==> config.mk <==
export PLATFORM = sky130hd
export DESIGN_NAME = ribbon_trail_extruder_unit
export DESIGN_NICKNAME = d
export VERILOG_FILES = /design/src/rte_pkg.sv /design/src/rte_queue.sv /design/src/rte_front.sv /design/src/rte_norm.sv /design/src/rte_back.sv /design/src/ribbon_trail_extruder_unit.sv
export SDC_FILE = /design/constraint.sdc
export NUM_CORES = 2
export LEC_CHECK = 0
export BUFFER_PORTS_ARGS = -buffer_cell sky130_fd_sc_hd__clkbuf_2
export CORE_MARGIN = 3
export CORE_UTILIZATION = 70
export CTS_BUF_LIST = sky130_fd_sc_hd__clkbuf_4 sky130_fd_sc_hd__clkbuf_8
export CTS_CLUSTER_DIAMETER = 150
export CTS_CLUSTER_SIZE = 10
export DETAILED_ROUTE_END_ITERATION = 8
export PLACE_DENSITY = 0.87
export SLEW_MARGIN = 5
export SYNTH_ARGS = -nofsm -noshare
export SYNTH_HDL_FRONTEND = slang
export SYNTH_SLANG_ARGS = --single-unit
==> constraint.sdc <==
create_clock -name clk -period 27.7 [get_ports clk]
set_clock_uncertainty 0.2 [all_clocks]
set_input_delay 1.385 -clock clk [delete_from_list [all_inputs] [get_ports clk]]
set_output_delay 1.385 -clock clk [all_outputs]
set_load 0.005 [all_outputs]
==> src/rte_pkg.sv <==
// ----------------------------------------------------------------------------
// rte_pkg
// Types and constants shared by the ribbon trail extruder modules.
// ----------------------------------------------------------------------------
package rte_pkg;

  localparam int unsigned UNIT_Q14    = 16384;
  localparam int unsigned WIDTH_RESET = 240;
  localparam int unsigned Q_DEPTH     = 2;
  localparam int unsigned QP_W        = 1;
  localparam int unsigned VEC_W       = 18;
  localparam int unsigned ROOT_W      = 26;
  localparam int unsigned QUO_W       = 16;

  typedef enum logic [1:0] {
    KIND_PRIME,
    KIND_FIRST,
    KIND_SMOOTH
  } kind_t;

  typedef struct packed {
    logic signed [15:0] x;
    logic signed [15:0] y;
    logic [7:0]         r;
    logic [7:0]         g;
    logic [7:0]         b;
    kind_t              kind;
  } item_t;

  typedef struct packed {
    logic empty;
    logic full;
  } q_stat_t;

  typedef struct packed {
    logic               done;
    logic               degen;
    logic signed [15:0] nx;
    logic signed [15:0] ny;
  } norm_res_t;

endpackage

==> src/rte_queue.sv <==
// ----------------------------------------------------------------------------
// rte_queue
// Short FIFO of classified points between front and back.
// ----------------------------------------------------------------------------
module rte_queue (
  input  logic            clk,
  input  logic            rst,
  input  logic            push,
  input  rte_pkg::item_t  push_item,
  input  logic            pop,
  output rte_pkg::item_t  head,
  output rte_pkg::q_stat_t stat
);
  import rte_pkg::*;

  item_t           mem [Q_DEPTH];
  logic [QP_W-1:0] wr_ptr;
  logic [QP_W-1:0] rd_ptr;
  logic [QP_W:0]   count;

  always_ff @(posedge clk) begin
    if (push) begin
      mem[wr_ptr] <= push_item;
    end
  end

  always_ff @(posedge clk) begin
    if (rst) begin
      wr_ptr <= '0;
      rd_ptr <= '0;
      count  <= '0;
    end else begin
      if (push) wr_ptr <= wr_ptr + 1'b1;
      if (pop)  rd_ptr <= rd_ptr + 1'b1;
      if (push && !pop)      count <= count + 1'b1;
      else if (pop && !push) count <= count - 1'b1;
    end
  end

  assign head       = mem[rd_ptr];
  assign stat.empty = (count == '0);
  assign stat.full  = (count == (QP_W+1)'(Q_DEPTH));

endmodule

==> src/rte_front.sv <==
// ----------------------------------------------------------------------------
// rte_front
// Accepts points and tags each as priming, first segment or smoothed segment.
// ----------------------------------------------------------------------------
module rte_front (
  input  logic               clk,
  input  logic               rst,
  input  logic               in_valid,
  output logic               in_ready,
  input  logic signed [15:0] point_x,
  input  logic signed [15:0] point_y,
  input  logic [7:0]         color_red,
  input  logic [7:0]         color_green,
  input  logic [7:0]         color_blue,
  input  rte_pkg::q_stat_t   q_stat,
  output logic               push,
  output rte_pkg::item_t     push_item
);
  import rte_pkg::*;

  logic [1:0] points_seen;

  assign in_ready = !q_stat.full;
  assign push     = in_valid && in_ready;

  always_comb begin
    push_item.x = point_x;
    push_item.y = point_y;
    push_item.r = color_red;
    push_item.g = color_green;
    push_item.b = color_blue;
    case (points_seen)
      2'd0:    push_item.kind = KIND_PRIME;
      2'd1:    push_item.kind = KIND_FIRST;
      default: push_item.kind = KIND_SMOOTH;
    endcase
  end

  always_ff @(posedge clk) begin
    if (rst) begin
      points_seen <= '0;
    end else if (push && points_seen != 2'd2) begin
      points_seen <= points_seen + 1'b1;
    end
  end

endmodule

==> src/rte_norm.sv <==
// ----------------------------------------------------------------------------
// rte_norm
// Iterative vector normalizer: squares, bit-pair square root, then one
// restoring division per component, one bit per cycle. Result is Q1.14.
// ----------------------------------------------------------------------------
module rte_norm (
  input  logic                           clk,
  input  logic                           rst,
  input  logic                           start,
  input  logic signed [rte_pkg::VEC_W-1:0] vx,
  input  logic signed [rte_pkg::VEC_W-1:0] vy,
  output rte_pkg::norm_res_t             res
);
  import rte_pkg::*;

  typedef enum logic [2:0] {
    N_IDLE, N_SQX, N_SQY, N_CHK, N_SQRT, N_DSET, N_DIV
  } nstate_t;

  nstate_t                  state;
  logic signed [VEC_W-1:0]  ax;
  logic signed [VEC_W-1:0]  ay;
  logic [2*VEC_W-1:0]       m2;
  logic [2*VEC_W+15:0]      rad;
  logic [ROOT_W-1:0]        root;
  logic [ROOT_W+3:0]        srem;
  logic [4:0]               cnt;
  logic                     sel;
  logic                     neg;
  logic [ROOT_W:0]          drem;
  logic [QUO_W-1:0]         dlow;
  logic [QUO_W-1:0]         quo;

  logic signed [2*VEC_W-1:0] sqx;
  logic signed [2*VEC_W-1:0] sqy;
  logic [ROOT_W+3:0]         srem_sh;
  logic [ROOT_W+3:0]         trial;
  logic signed [VEC_W-1:0]   comp;
  logic [VEC_W-1:0]          mag;
  logic [39:0]               dvd;
  logic [ROOT_W:0]           dsh;
  logic [QUO_W-1:0]          quo_next;
  logic [QUO_W-1:0]          qclamp;
  logic signed [15:0]        qsigned;
  logic                      done_next;

  assign sqx     = ax * ax;
  assign sqy     = ay * ay;
  assign srem_sh = {srem[ROOT_W+1:0], rad[2*VEC_W+15 -: 2]};
  assign trial   = (ROOT_W+4)'({root, 2'b01});
  assign comp    = sel ? ay : ax;
  assign mag     = comp[VEC_W-1] ? VEC_W'(-comp) : VEC_W'(comp);
  // |v| * 2^22 plus half the length, so the quotient rounds half away from zero
  assign dvd     = {mag, 22'b0} + 40'(root >> 1);
  assign dsh     = {drem[ROOT_W-1:0], dlow[QUO_W-1]};
  assign quo_next = {quo[QUO_W-2:0], (dsh >= {1'b0, root})};
  assign qclamp  = (quo_next > QUO_W'(UNIT_Q14)) ? QUO_W'(UNIT_Q14) : quo_next;
  assign qsigned = neg ? -$signed(qclamp) : $signed(qclamp);
  assign done_next = ((state == N_CHK) && (m2 == '0)) ||
                     ((state == N_DIV) && (cnt == 5'(QUO_W-1)) && sel);

  always_ff @(posedge clk) begin
    if (rst) begin
      state    <= N_IDLE;
      res.done <= 1'b0;
    end else begin
      res.done <= done_next;
      case (state)
        N_IDLE: begin
          if (start) begin
            ax    <= vx;
            ay    <= vy;
            state <= N_SQX;
          end
        end
        N_SQX: begin
          m2    <= unsigned'(sqx);
          state <= N_SQY;
        end
        N_SQY: begin
          m2    <= m2 + unsigned'(sqy);
          state <= N_CHK;
        end
        N_CHK: begin
          if (m2 == '0) begin
            res.nx    <= '0;
            res.ny    <= '0;
            res.degen <= 1'b1;
            state     <= N_IDLE;
          end else begin
            rad   <= {m2, 16'b0};
            root  <= '0;
            srem  <= '0;
            cnt   <= '0;
            state <= N_SQRT;
          end
        end
        N_SQRT: begin
          if (srem_sh >= trial) begin
            srem <= srem_sh - trial;
            root <= {root[ROOT_W-2:0], 1'b1};
          end else begin
            srem <= srem_sh;
            root <= {root[ROOT_W-2:0], 1'b0};
          end
          rad <= rad << 2;
          cnt <= cnt + 1'b1;
          if (cnt == 5'(ROOT_W-1)) begin
            sel   <= 1'b0;
            state <= N_DSET;
          end
        end
        N_DSET: begin
          // quotient fits 16 bits, so the top of the dividend is below the length
          drem  <= (ROOT_W+1)'(dvd[39:QUO_W]);
          dlow  <= dvd[QUO_W-1:0];
          neg   <= comp[VEC_W-1];
          quo   <= '0;
          cnt   <= '0;
          state <= N_DIV;
        end
        N_DIV: begin
          drem <= (dsh >= {1'b0, root}) ? dsh - {1'b0, root} : dsh;
          dlow <= dlow << 1;
          quo  <= quo_next;
          cnt  <= cnt + 1'b1;
          if (cnt == 5'(QUO_W-1)) begin
            if (!sel) begin
              res.nx <= qsigned;
              sel    <= 1'b1;
              state  <= N_DSET;
            end else begin
              res.ny    <= qsigned;
              res.degen <= 1'b0;
              state     <= N_IDLE;
            end
          end
        end
        default: state <= N_IDLE;
      endcase
    end
  end

endmodule

==> src/rte_back.sv <==
// ----------------------------------------------------------------------------
// rte_back
// Takes classified points from the queue, computes normals through the
// shared normalizer and emits the fix-up and quad vertices.
// ----------------------------------------------------------------------------
module rte_back #(
  parameter int unsigned QUAD_SLOTS = 128
) (
  input  logic                             clk,
  input  logic                             rst,
  input  logic [11:0]                      trail_width,
  input  rte_pkg::item_t                   head,
  input  rte_pkg::q_stat_t                 q_stat,
  output logic                             pop,
  output logic                             norm_start,
  output logic signed [rte_pkg::VEC_W-1:0] norm_vx,
  output logic signed [rte_pkg::VEC_W-1:0] norm_vy,
  input  rte_pkg::norm_res_t               norm_res,
  output logic                             out_valid,
  input  logic                             out_ready,
  output logic [8:0]                       vertex_slot,
  output logic signed [15:0]               vertex_x,
  output logic signed [15:0]               vertex_y,
  output logic [7:0]                       out_red,
  output logic [7:0]                       out_green,
  output logic [7:0]                       out_blue,
  output logic                             is_fixup,
  output logic                             degenerate,
  output logic                             last
);
  import rte_pkg::*;

  localparam int unsigned QW = (QUAD_SLOTS > 1) ? $clog2(QUAD_SLOTS) : 1;
  localparam int unsigned SW = (QW + 2 > 9) ? QW + 2 : 9;

  // emission order within one point
  localparam logic [2:0] V_FIX1 = 3'd0;
  localparam logic [2:0] V_FIX2 = 3'd1;
  localparam logic [2:0] V_C0   = 3'd2;
  localparam logic [2:0] V_C1   = 3'd3;
  localparam logic [2:0] V_C2   = 3'd4;
  localparam logic [2:0] V_C3   = 3'd5;

  typedef enum logic [1:0] {B_IDLE, B_WAIT_B, B_WAIT_A, B_EMIT} bstate_t;

  bstate_t            state;
  item_t              cur;
  logic signed [15:0] prev_x;
  logic signed [15:0] prev_y;
  logic signed [15:0] prev_nx;
  logic signed [15:0] prev_ny;
  logic signed [15:0] nbx;
  logic signed [15:0] nby;
  logic signed [15:0] nax;
  logic signed [15:0] nay;
  logic               degb;
  logic               dega;
  logic [QW-1:0]      quad;
  logic [2:0]         vidx;

  logic signed [16:0] dx;
  logic signed [16:0] dy;
  logic [QW-1:0]      prev_quad;
  logic [QW-1:0]      quad_next;
  logic               use_a;
  logic               minus;
  logic [1:0]         corner;
  logic [QW-1:0]      sel_quad;
  logic [SW-1:0]      slot_wide;
  logic signed [15:0] sel_px;
  logic signed [15:0] sel_py;
  logic signed [15:0] sel_nx;
  logic signed [15:0] sel_ny;
  logic signed [15:0] pos_x;
  logic signed [15:0] pos_y;
  logic               emit;
  logic               norm_start_next;

  function automatic logic signed [15:0] place(logic signed [15:0] p,
                                               logic signed [15:0] n,
                                               logic [11:0] w, logic sub);
    logic signed [28:0] prod;
    logic [28:0]        pmag;
    logic [28:0]        rnd;
    logic signed [17:0] off;
    logic signed [17:0] sum;
    prod = n * $signed({1'b0, w});
    pmag = prod[28] ? 29'(-prod) : 29'(prod);
    rnd  = pmag + 29'd16384;
    off  = $signed({6'b0, rnd[26:15]});
    if (prod[28] != sub) sum = 18'(p) - off;
    else                 sum = 18'(p) + off;
    if (sum > 18'sd32767)       place = 16'sh7FFF;
    else if (sum < -18'sd32768) place = 16'sh8000;
    else                        place = sum[15:0];
  endfunction

  assign dx        = 17'(cur.x) - 17'(prev_x);
  assign dy        = 17'(cur.y) - 17'(prev_y);
  assign prev_quad = (quad == '0) ? QW'(QUAD_SLOTS - 1) : quad - 1'b1;
  assign quad_next = (quad == QW'(QUAD_SLOTS - 1)) ? '0 : quad + 1'b1;

  always_comb begin
    if (state == B_WAIT_B) begin
      norm_vx = -VEC_W'(dy);
      norm_vy = VEC_W'(dx);
    end else begin
      norm_vx = VEC_W'(nbx) + VEC_W'(prev_nx);
      norm_vy = VEC_W'(nby) + VEC_W'(prev_ny);
    end
  end

  always_comb begin
    use_a  = 1'b1;
    minus  = 1'b0;
    corner = 2'd0;
    case (vidx)
      V_FIX1: corner = 2'd1;
      V_FIX2: begin corner = 2'd2; minus = 1'b1; end
      V_C0:   corner = 2'd0;
      V_C1:   begin corner = 2'd1; use_a = 1'b0; end
      V_C2:   begin corner = 2'd2; use_a = 1'b0; minus = 1'b1; end
      V_C3:   begin corner = 2'd3; minus = 1'b1; end
      default: corner = 2'd0;
    endcase
    sel_quad  = (vidx == V_FIX1 || vidx == V_FIX2) ? prev_quad : quad;
    slot_wide = SW'({sel_quad, corner});
    sel_px    = use_a ? prev_x : cur.x;
    sel_py    = use_a ? prev_y : cur.y;
    sel_nx    = use_a ? nax : nbx;
    sel_ny    = use_a ? nay : nby;
  end

  assign pos_x = place(sel_px, sel_nx, trail_width, minus);
  assign pos_y = place(sel_py, sel_ny, trail_width, minus);
  assign pop   = (state == B_IDLE) && !q_stat.empty;
  assign emit  = (state == B_EMIT) && (!out_valid || out_ready);
  assign norm_start_next =
    ((state == B_IDLE) && !q_stat.empty && (head.kind != KIND_PRIME)) ||
    ((state == B_WAIT_B) && norm_res.done && (cur.kind == KIND_SMOOTH));

  always_ff @(posedge clk) begin
    if (rst) begin
      state      <= B_IDLE;
      prev_x     <= '0;
      prev_y     <= '0;
      prev_nx    <= '0;
      prev_ny    <= '0;
      quad       <= '0;
      norm_start <= 1'b0;
      out_valid  <= 1'b0;
      vidx       <= '0;
    end else begin
      norm_start <= norm_start_next;
      if (emit)           out_valid <= 1'b1;
      else if (out_ready) out_valid <= 1'b0;
      case (state)
        B_IDLE: begin
          if (!q_stat.empty) begin
            cur <= head;
            if (head.kind == KIND_PRIME) begin
              prev_x <= head.x;
              prev_y <= head.y;
            end else begin
              state <= B_WAIT_B;
            end
          end
        end
        B_WAIT_B: begin
          if (norm_res.done) begin
            nbx  <= norm_res.nx;
            nby  <= norm_res.ny;
            degb <= norm_res.degen;
            nax  <= norm_res.nx;
            nay  <= norm_res.ny;
            dega <= norm_res.degen;
            if (cur.kind == KIND_SMOOTH) begin
              vidx  <= V_FIX1;
              state <= B_WAIT_A;
            end else begin
              vidx  <= V_C0;
              state <= B_EMIT;
            end
          end
        end
        B_WAIT_A: begin
          if (norm_res.done) begin
            nax   <= norm_res.nx;
            nay   <= norm_res.ny;
            dega  <= norm_res.degen;
            state <= B_EMIT;
          end
        end
        B_EMIT: begin
          if (emit) begin
            vertex_slot <= slot_wide[8:0];
            vertex_x    <= pos_x;
            vertex_y    <= pos_y;
            out_red     <= cur.r;
            out_green   <= cur.g;
            out_blue    <= cur.b;
            is_fixup    <= (vidx == V_FIX1 || vidx == V_FIX2);
            degenerate  <= use_a ? dega : degb;
            last        <= (vidx == V_C3);
            if (vidx == V_C3) begin
              prev_x  <= cur.x;
              prev_y  <= cur.y;
              prev_nx <= nbx;
              prev_ny <= nby;
              quad    <= quad_next;
              state   <= B_IDLE;
            end else begin
              vidx <= vidx + 1'b1;
            end
          end
        end
        default: state <= B_IDLE;
      endcase
    end
  end

endmodule

==> src/ribbon_trail_extruder_unit.sv <==
// ----------------------------------------------------------------------------
// ribbon_trail_extruder_unit
// Turns a stream of trail points into ribbon quad vertices.
// ----------------------------------------------------------------------------
// The first point after reset only primes the block and gives no beat. The
// second point gives four vertex beats and every later point six (two fix-ups
// of the previous quad, then four corners). Throughput is set by the single
// shared normalizer, which resolves one root or quotient bit per cycle, and by
// stalls on the output side. A two-entry queue lets points be taken while
// earlier ones are in work.
module ribbon_trail_extruder_unit #(
  parameter int unsigned QUAD_SLOTS = 128
) (
  input  logic               clk,
  input  logic               rst,
  input  logic               cfg_wr_en,
  input  logic [11:0]        cfg_wr_data,
  input  logic               in_valid,
  output logic               in_ready,
  input  logic signed [15:0] point_x,
  input  logic signed [15:0] point_y,
  input  logic [7:0]         color_red,
  input  logic [7:0]         color_green,
  input  logic [7:0]         color_blue,
  output logic               out_valid,
  input  logic               out_ready,
  output logic [8:0]         vertex_slot,
  output logic signed [15:0] vertex_x,
  output logic signed [15:0] vertex_y,
  output logic [7:0]         out_red,
  output logic [7:0]         out_green,
  output logic [7:0]         out_blue,
  output logic               is_fixup,
  output logic               degenerate,
  output logic               last
);
  import rte_pkg::*;

  logic                     trail_width_en;
  logic [11:0]              trail_width;
  logic                     push;
  item_t                    push_item;
  logic                     pop;
  item_t                    head;
  q_stat_t                  q_stat;
  logic                     norm_start;
  logic signed [VEC_W-1:0]  norm_vx;
  logic signed [VEC_W-1:0]  norm_vy;
  norm_res_t                norm_res;

  assign trail_width_en = cfg_wr_en;

  always_ff @(posedge clk) begin
    if (rst) begin
      trail_width <= 12'(WIDTH_RESET);
    end else if (trail_width_en) begin
      trail_width <= cfg_wr_data;
    end
  end

  rte_front u_front (
    .clk, .rst, .in_valid, .in_ready, .point_x, .point_y,
    .color_red, .color_green, .color_blue,
    .q_stat, .push, .push_item
  );

  rte_queue u_queue (
    .clk, .rst, .push, .push_item, .pop, .head, .stat(q_stat)
  );

  rte_norm u_norm (
    .clk, .rst, .start(norm_start), .vx(norm_vx), .vy(norm_vy), .res(norm_res)
  );

  rte_back #(.QUAD_SLOTS(QUAD_SLOTS)) u_back (
    .clk, .rst, .trail_width, .head, .q_stat, .pop,
    .norm_start, .norm_vx, .norm_vy, .norm_res,
    .out_valid, .out_ready, .vertex_slot, .vertex_x, .vertex_y,
    .out_red, .out_green, .out_blue, .is_fixup, .degenerate, .last
  );

  a_pop_not_empty: assert property (@(posedge clk) disable iff (rst)
    pop |-> !q_stat.empty)
    else $error("queue popped while empty");

  a_done_pulse: assert property (@(posedge clk) disable iff (rst)
    norm_res.done |=> !norm_res.done)
    else $error("normalizer done held longer than one cycle");

  a_fixup_not_last: assert property (@(posedge clk) disable iff (rst)
    out_valid |-> !(is_fixup && last))
    else $error("fix-up vertex flagged as last");

  a_start_idle: assert property (@(posedge clk) disable iff (rst)
    norm_start |-> !norm_res.done)
    else $error("normalizer restarted while finishing");

endmodule

==> flow_summary_export.csv <==
group,metric,value,unit
drt,wl_per_cell,20.49,um
drt,ant_nets,0,
yosys,synthDistinctLibCells,98,
clock_network,cts.reportedPaths.clkPinSlew,90,ps
clock_network,post_cts_buffers,0,
finish,multi_input_area,47010,um2
yosys,synth.area.top_cells,"fa_1 27%, edfxtp_1 24%, ha_1 9.1%",
yosys,syn-cell-area,72140,um2
floorplanning,core,102000,um2
critical_path,cp-endpoint,"u_back.vertex_y[4]$_SDFFCE_PN1P_",
sta,whs,213.5,ps
finish,drive_gt1_frac,0.07174,
job,cap_violations,0,
clock_network,hold_buffers,0,
yosys,syn_avg_cell_area,9.938,um2
critical_path,worst-r2r-setup-slack,14050,ps
drt,wirelength,178.7,mm
clock_network,clk_path_buf_depth,3,
global_route,grt_max_degree,79,
sta,worstMarginPinSlew,1268,ps
floorplanning,initial_core_util,0.7070,
finish,area_growth,5.016,%
yosys,synth-seq-area-share,0.2636,
sta,finalCriticalPeriod,13650,ps
critical_path,worstPathArrival,13900,ps
floorplanning,dieArea,106900,um2
yosys,synthCells,7259,
critical_path,path_buf_inv,9,
global_route,overflow,0,
yosys,synth_common_cells,"1402 x inv_1, 978 x fa_1, 770 x nand2_1",
critical_path,cp_slowest_stage_delay,610,ps
critical_path,cp_slowest_cell,"and2_1",
sta,final-setup-viol-count,0,
yosys,synth_top_cell_area_share,0.2714,
global_route,track_usage,0.3417,
clock_network,cts_tree,"yes",
yosys,syn_nets,8832,
drt,routed_via_density,6.011,
placed_design,io_buffers,142,
hold_path,min_path_type,"flip-flop to flip-flop",
yosys,async_flop_share,0,
placed_design,gp_congestion,0.9558,
clock_network,cts_resized,0,
critical_path,cp_top_family,"adder cells",
critical_path,worstSetupEndpointType,"flip-flop",
finish,fillCellCount,6739,
drt,dr.pass1.iters,8,
clock_network,clock_latency,760,ps
yosys,yosysMostFrequentCell,"inv_1",
global_route,antenna_found_initial,8,
global_route,grt_pass1_wl,288.8,mm
critical_path,cp.depth,49,
sta,drv_slew,0,
yosys,synth_warnings,0,
critical_path,path_class,"flip-flop to flip-flop",
floorplanning,io_pins,143,
finish,layout.nets,8862,
critical_path,path_max_fanout,52,
critical_path,crit_path_frequent_cell,"inv_1",
critical_path,r2r_end,"u_back.vertex_y[4]$_SDFFCE_PN1P_",
sta,slew_headroom,0.1485,
critical_path,r2r_cells,49,
yosys,synth_seq_cells,667,
placed_design,dp_hpwl,138.0,mm
yosys,synth_edf_count,566,
floorplanning,die_h,327.0,um
finish,final_util,0.7425,
critical_path,r2r_start,"u_back.vidx[0]$_SDFFE_PP0P_",
critical_path,critPathLaunchType,"flip-flop",
clock_network,root_buffer,"clkbuf_8",
sta,fin_crit_sh,0.4929,
drt,remaining_drc_errors,0,
clock_network,cts_buffers,77,
critical_path,crit_start,"u_back.vidx[0]$_SDFFE_PP0P_",
sta,hold_viol,0,
sta,fmax,0.07324,GHz
outcome,status,"complete, no violations",
clock_network,clock_sinks,667,
yosys,yosysTopAreaCell,"fa_1",
yosys,postSynth.topFlopCell,"edfxtp_1",
global_route,grt_pass1_vias,55420,
finish,register_area,19020,um2
sta,fin_tns_setup,0,ps
sta,grt_setup_unrepaired,"false",
critical_path,critPathRequiredTime,27940,ps
floorplanning,rows,117,
drt,vias,52410,
clock_network,htreeDepth,3,
drt,drtIter0Drc,4399,
floorplanning,die_w,327.0,um
==> how the worst min path moves through the flow <==
stage / cells after the start / endpoint / startpoint / slack, ps
floorplan: 0 / u_back.out_blue[0]$_DFFE_PP_ / u_back.cur[2]$_DFFE_PP_ / 200
global placement: 0 / u_back.out_blue[7]$_DFFE_PP_ / u_back.cur[9]$_DFFE_PP_ / 200
detailed placement: 0 / u_back.out_blue[3]$_DFFE_PP_ / u_back.cur[5]$_DFFE_PP_ / 200
CTS: 0 / u_back.nbx[11]$_DFFE_PP_ / u_norm.res[27]$_SDFFCE_PN0P_ / 210
global route: 0 / u_back.out_blue[3]$_DFFE_PP_ / u_back.cur[5]$_DFFE_PP_ / 220
finish: 0 / u_back.out_blue[3]$_DFFE_PP_ / u_back.cur[5]$_DFFE_PP_ / 210
==> area by class of cell <==
type,count,area share
Multi-Input combinational cell,4935,0.6205
Timing Repair Buffer,204,0.01552
Inverter,1404,0.06956
Clock buffer,127,0.01894
Sequential cell,667,0.2511
Tap cell,1368,0.02259
Antenna cell,5,0.0001652
Clock inverter,9,0.001668
==> stage by stage <==
stage	instance area, um2	worst slack (ps)	cells
2_1_floorplan	72140	15500	7259
3_3_place_gp	74180	14560	8578
3_5_place_dp	74180	14220	8578
4_1_cts	75750	14120	8714
5_1_grt	75750	12980	8716
6_report	75760	14050	8719
==> cell families after synthesis <==
kind of cell | synth area share
buffers and inverters | 0.08646
AO/OA/AOI/OAI | 0.08282
AND/OR/NAND/NOR | 0.1268
adder cells (fa/ha/maj) | 0.3640
flip-flops | 0.2636
XOR/XNOR | 0.03975
multiplexers | 0.03649
==> cells in the final DEF, fill, tap and decap left out, drive strengths merged, types with 226 or more instances in the layout <==
master and count:
nor2 343, clkbuf 268, nand2 771, o21ai 258
ha 522, and2 387, fa 978, a21oi 265
inv 1405, xnor2 226, edfxtp 566
==> flip-flops by register name, summed over array words and instances, names as in the netlist, 16 cells and up, named ones only <==
register	count
u_norm.rad	36
u_back.prev_ny	16
u_back.vertex_y	16
u_norm.m2	36
u_norm.root	26
u_norm.dlow	16
u_back.cur	58
u_back.prev_x	16
u_norm.ax	18
u_back.nbx	16
u_norm.ay	17
u_norm.srem	28
u_queue.mem	116
u_back.nay	16
u_back.vertex_x	16
u_norm.drem	26
u_back.prev_nx	16
u_back.prev_y	16
u_back.nby	16
u_norm.res	34
u_back.nax	16
==> routing by layer <==
layer  share of wire  global-route usage  routed length, um
met1            0.37              0.4315              66380
met5         0.00018                   0                 32
met4           0.056              0.1708               9938
met2            0.48              0.5716              86620
met3           0.088             0.06051              15690
Power is left out: the tool's default activity adds up to more than one toggle a clock period on the data nets, which glitch-free logic cannot reach.
